[src/rtl/fppc_ram.sv]
`default_nettype none
module fppc_ram #(
  parameter int Width = 48,
  parameter int Depth = 64
) (
  input  wire logic                     clk,
  input  wire logic                     we,
  input  wire logic [$clog2(Depth)-1:0] waddr,
  input  wire logic [Width-1:0]         wdata,
  input  wire logic [$clog2(Depth)-1:0] raddr,
  output logic [Width-1:0]              rdata
);
  logic [Width-1:0] mem [Depth];
  always_ff @(posedge clk) begin
    if (we) mem[waddr] <= wdata;
    rdata <= mem[raddr];
  end
endmodule
`default_nettype wire

[config.mk]
export PLATFORM = sky130hd
export DESIGN_NAME = fppc_ram
export DESIGN_NICKNAME = d
export VERILOG_FILES = /design/src/rtl/fppc_ram.sv
export SDC_FILE = /design/constraint.sdc
export NUM_CORES = 2
export LEC_CHECK = 0
export BUFFER_PORTS_ARGS = -buffer_cell sky130_fd_sc_hd__buf_4
export CAP_MARGIN = 30
export CORE_MARGIN = 4
export CORE_UTILIZATION = 31
export CTS_BUF_LIST = sky130_fd_sc_hd__clkbuf_8 sky130_fd_sc_hd__clkbuf_16
export DETAILED_ROUTE_END_ITERATION = 10
export HOLD_SLACK_MARGIN = 0.1
export SETUP_SLACK_MARGIN = 0.02
export SYNTH_ARGS = -nofsm -noshare
export SYNTH_HDL_FRONTEND = slang
export SYNTH_SLANG_ARGS = --single-unit
[constraint.sdc]
create_clock -name clk -period 12.7 [get_ports clk]
set_clock_uncertainty 0.05 [all_clocks]
set_input_delay 0.635 -clock clk [delete_from_list [all_inputs] [get_ports clk]]
set_output_delay 0.635 -clock clk [all_outputs]
set_load 0.005 [all_outputs]
==> results.cfg <==
[layout]
design.final.nets = 5319
drive_above_1_share = 0.277
synthToLayoutAreaGrowth_pct = 14.3
fillers = 34098
area_used_by_multi_input_combinational_logic_um2 = 23000
ff_latch_area_um2 = 93200
fin_cells = 10462

[detailed_routing]
via_per_inst = 5.37
drt_first_pass_iters = 6
wl_met2_um = 155000
postRouteAntennaNets = 0
met3WireLength_um = 26500
dr_total_vias = 56185
route.detailed.drc = 0
wire_per_inst_um = 30.7
route.top_layer_used = met5
met1_length_um = 130000
drt-total-wl_um = 321000
dr.first_iter.drc_count = 7453

[timing]
final_critical_path_setup_slack_ns = 8.78
finalCritPeriodShare = 0.308
max_freq_mhz = 255
finalSetupTns_ns = 0
relSlewSlack = 0.246
hold_viol = 0
setup_viol = 0
drv_slew = 0
fin_worst_hold_slack_ns = 0.222
finalCriticalPeriod_ns = 3.92
worst_slew_pin_slew_ns = 1.13
rsz0062_at_grt = no

[power]
leakage_uw = 0.0409
p_per_area_nw_per_um2 = 156
power.total_uw = 20900
power.ir.vdd_worst_uv = 113

[place]
preCtsSetupSlack_ns = 7.73
placedCellCount = 9948
place.port_buffers = 109
finalWeightedCongestion = 0.760
dpl.hpwl_um = 169000

[global_routing]
vias_in_the_first_global_route = 56302
grt_util_all_layers = 0.161
grt_start_max_net_pins = 143
grt_pass1_wl_um = 448000
grt_antenna_before_repair = 14
overflow = 0

[floorplan]
io_pins = 110
row_count = 225
initial_core_util = 0.312
core_box_area_um2 = 376000
die_height_um = 623
die_w_um = 623
die_footprint_um2 = 388000

[critical_path]
crit_path_max_fanout = 99
worst-endpoint-required_ns = 13.38
worst_setup_path_class = input port to register
arrival_ns = 4.60
setup_crit_end_kind = register
startpoint_type = input port

[synthesis]
yosysUniqueCellTypes = 36
synth_warnings = 0
syn-mean-instance-area_um2 = 23.6
synth.yosys.seq_area_share = 0.796
number_of_enable_flip_flop_cells_after_synthesis = 3072
synthesis.area_um2 = 117000
synthesis.instances = 4970
async_sr_flop_fraction = 0
dominantRegCellSynth = edfxtp_1
postSynthRegisterBits = 3120
synth.net_count = 5032

[clock_tree]
postCtsSetupBuffers = 0
numClockSinks = 3120
postCtsHoldBufs = 0
clock_tree.buffer_depth = 4
cts_htree_levels = 5
cts_tree = yes
clkTransAtPathRegs_ns = 0.07
total_cts_buffers = 299
clk_root_buffer_cell = clkbuf_16
clock_latency_ns = 0.87
postcts_resize_cnt = 0

[outcome]
run_status = finished, final reports clean

[min_path]
worstHoldPathType = input port to register

[job]
timing.max_cap.violations = 0
[cells in the mapped netlist (7+ instances only)]
cell	n	area [um2]
a211oi_1	32	240
a21oi_1	74	370
a221oi_1	83	727
a22o_1	57	499
a22oi_1	72	541
a311oi_1	11	96.3
buf_1	12	45.0
buf_2	98	490
buf_4	62	465
buf_6	11	124
clkbuf_1	98	368
dfxtp_1	48	961
edfxtp_1	3072	92200
mux2_2	12	135
mux2i_1	63	631
mux4_2	754	17000
nand2_1	55	206
nand2b_1	10	62.6
nand3_1	7	35.0
nor2_1	132	495
nor2b_1	24	150
o221ai_1	28	245
o22ai_1	122	763
[cell usage in the layout (no fill, tap or decap), types with 7 or more instances in the layout]
cell type / netlist / routed
nor2b_1: 24 / 19
clkinv_2: 0 / 36
inv_6: 0 / 10
edfxtp_1: 3072 / 3072
a21oi_1: 74 / 74
clkbuf_8: 0 / 13
a211oi_1: 32 / 32
nor2_4: 0 / 64
nand2_1: 55 / 54
mux2i_1: 63 / 63
nand3_1: 7 / 7
mux4_2: 754 / 754
a311oi_1: 11 / 11
buf_12: 0 / 20
inv_1: 0 / 77
dfxtp_1: 48 / 48
a22oi_1: 72 / 72
clkbuf_16: 0 / 302
a22o_1: 57 / 57
o221ai_1: 28 / 28
nor2_1: 132 / 67
clkinv_1: 0 / 38
mux2_2: 12 / 12
a221oi_1: 83 / 83
bufinv_16: 0 / 18
o22ai_1: 122 / 122
buf_4: 62 / 240
[final cells by class]
| class | count | share of cell area |
|---|---|---|
| flip-flops and latches | 3120 | 0.696 |
| multi-input cells | 1568 | 0.171 |
| clock buffers | 315 | 0.0578 |
| well taps | 4994 | 0.0467 |
| repair buffers | 268 | 0.0178 |
| clock inverters | 191 | 0.0103 |
| diodes | 6 | 0.000112 |
[flip-flops by register name (all words and copies together), names as in the netlist]
register / flops
mem: 3072
rdata: 48
[worst paths after layout]
check / slack (ns) / cells after the start / from / endpoint
worst max register to register: 10.32 / 4 / mem[27][9] / rdata[9]
worst min register to register: 0.75 / 4 / mem[59][36] / rdata[36]
worst max-delay path: 8.78 / 9 / raddr[0] / rdata[14]
worst min-delay path: 0.22 / 1 / wdata[16] / mem[59][16]
[critical path, stage by stage]
cell,delay [ns]
buf_16,0.42
buf_4,0.64
buf_12,0.68
buf_12,0.66
mux4_2,0.60
a22oi_1,0.35
nand2_1,0.11
o22ai_1,0.14
nor2_1,0.07
[cells by family (layout without fill, tap and decap cells)]
group | count (synthesis) | after routing | share of synthesized area
compound gates | 486 | 486 | 0.0302
buf+inv | 282 | 774 | 0.0128
flops | 3120 | 3120 | 0.796
mux | 829 | 829 | 0.152
other cells | 0 | 6 | 0
simple gates | 253 | 253 | 0.00957
[per-layer routing]
layer  GRT usage  vias up
li1            -    22071
met5           0        -
met2       0.262     2652
met1       0.221    30972
met3      0.0303      486
met4      0.0468        4
[per-stage QoR]
step | instance area (um2) | utilization
after floorplan | 117000 | -
after global placement | 124000 | 0.331
after detailed placement | 125000 | 0.332
after CTS | 134000 | 0.356
after global routing | 134000 | 0.356
final | 134000 | 0.356
[report_power, final]
group | internal [uW] | switching [uW] | leakage (uW)
clock network | 4750 | 3740 | 0.00477
registers | 11400 | 50.5 | 0.0280
logic | 366 | 616 | 0.00808
No activity file was read; power rests on OpenSTA's default activity.
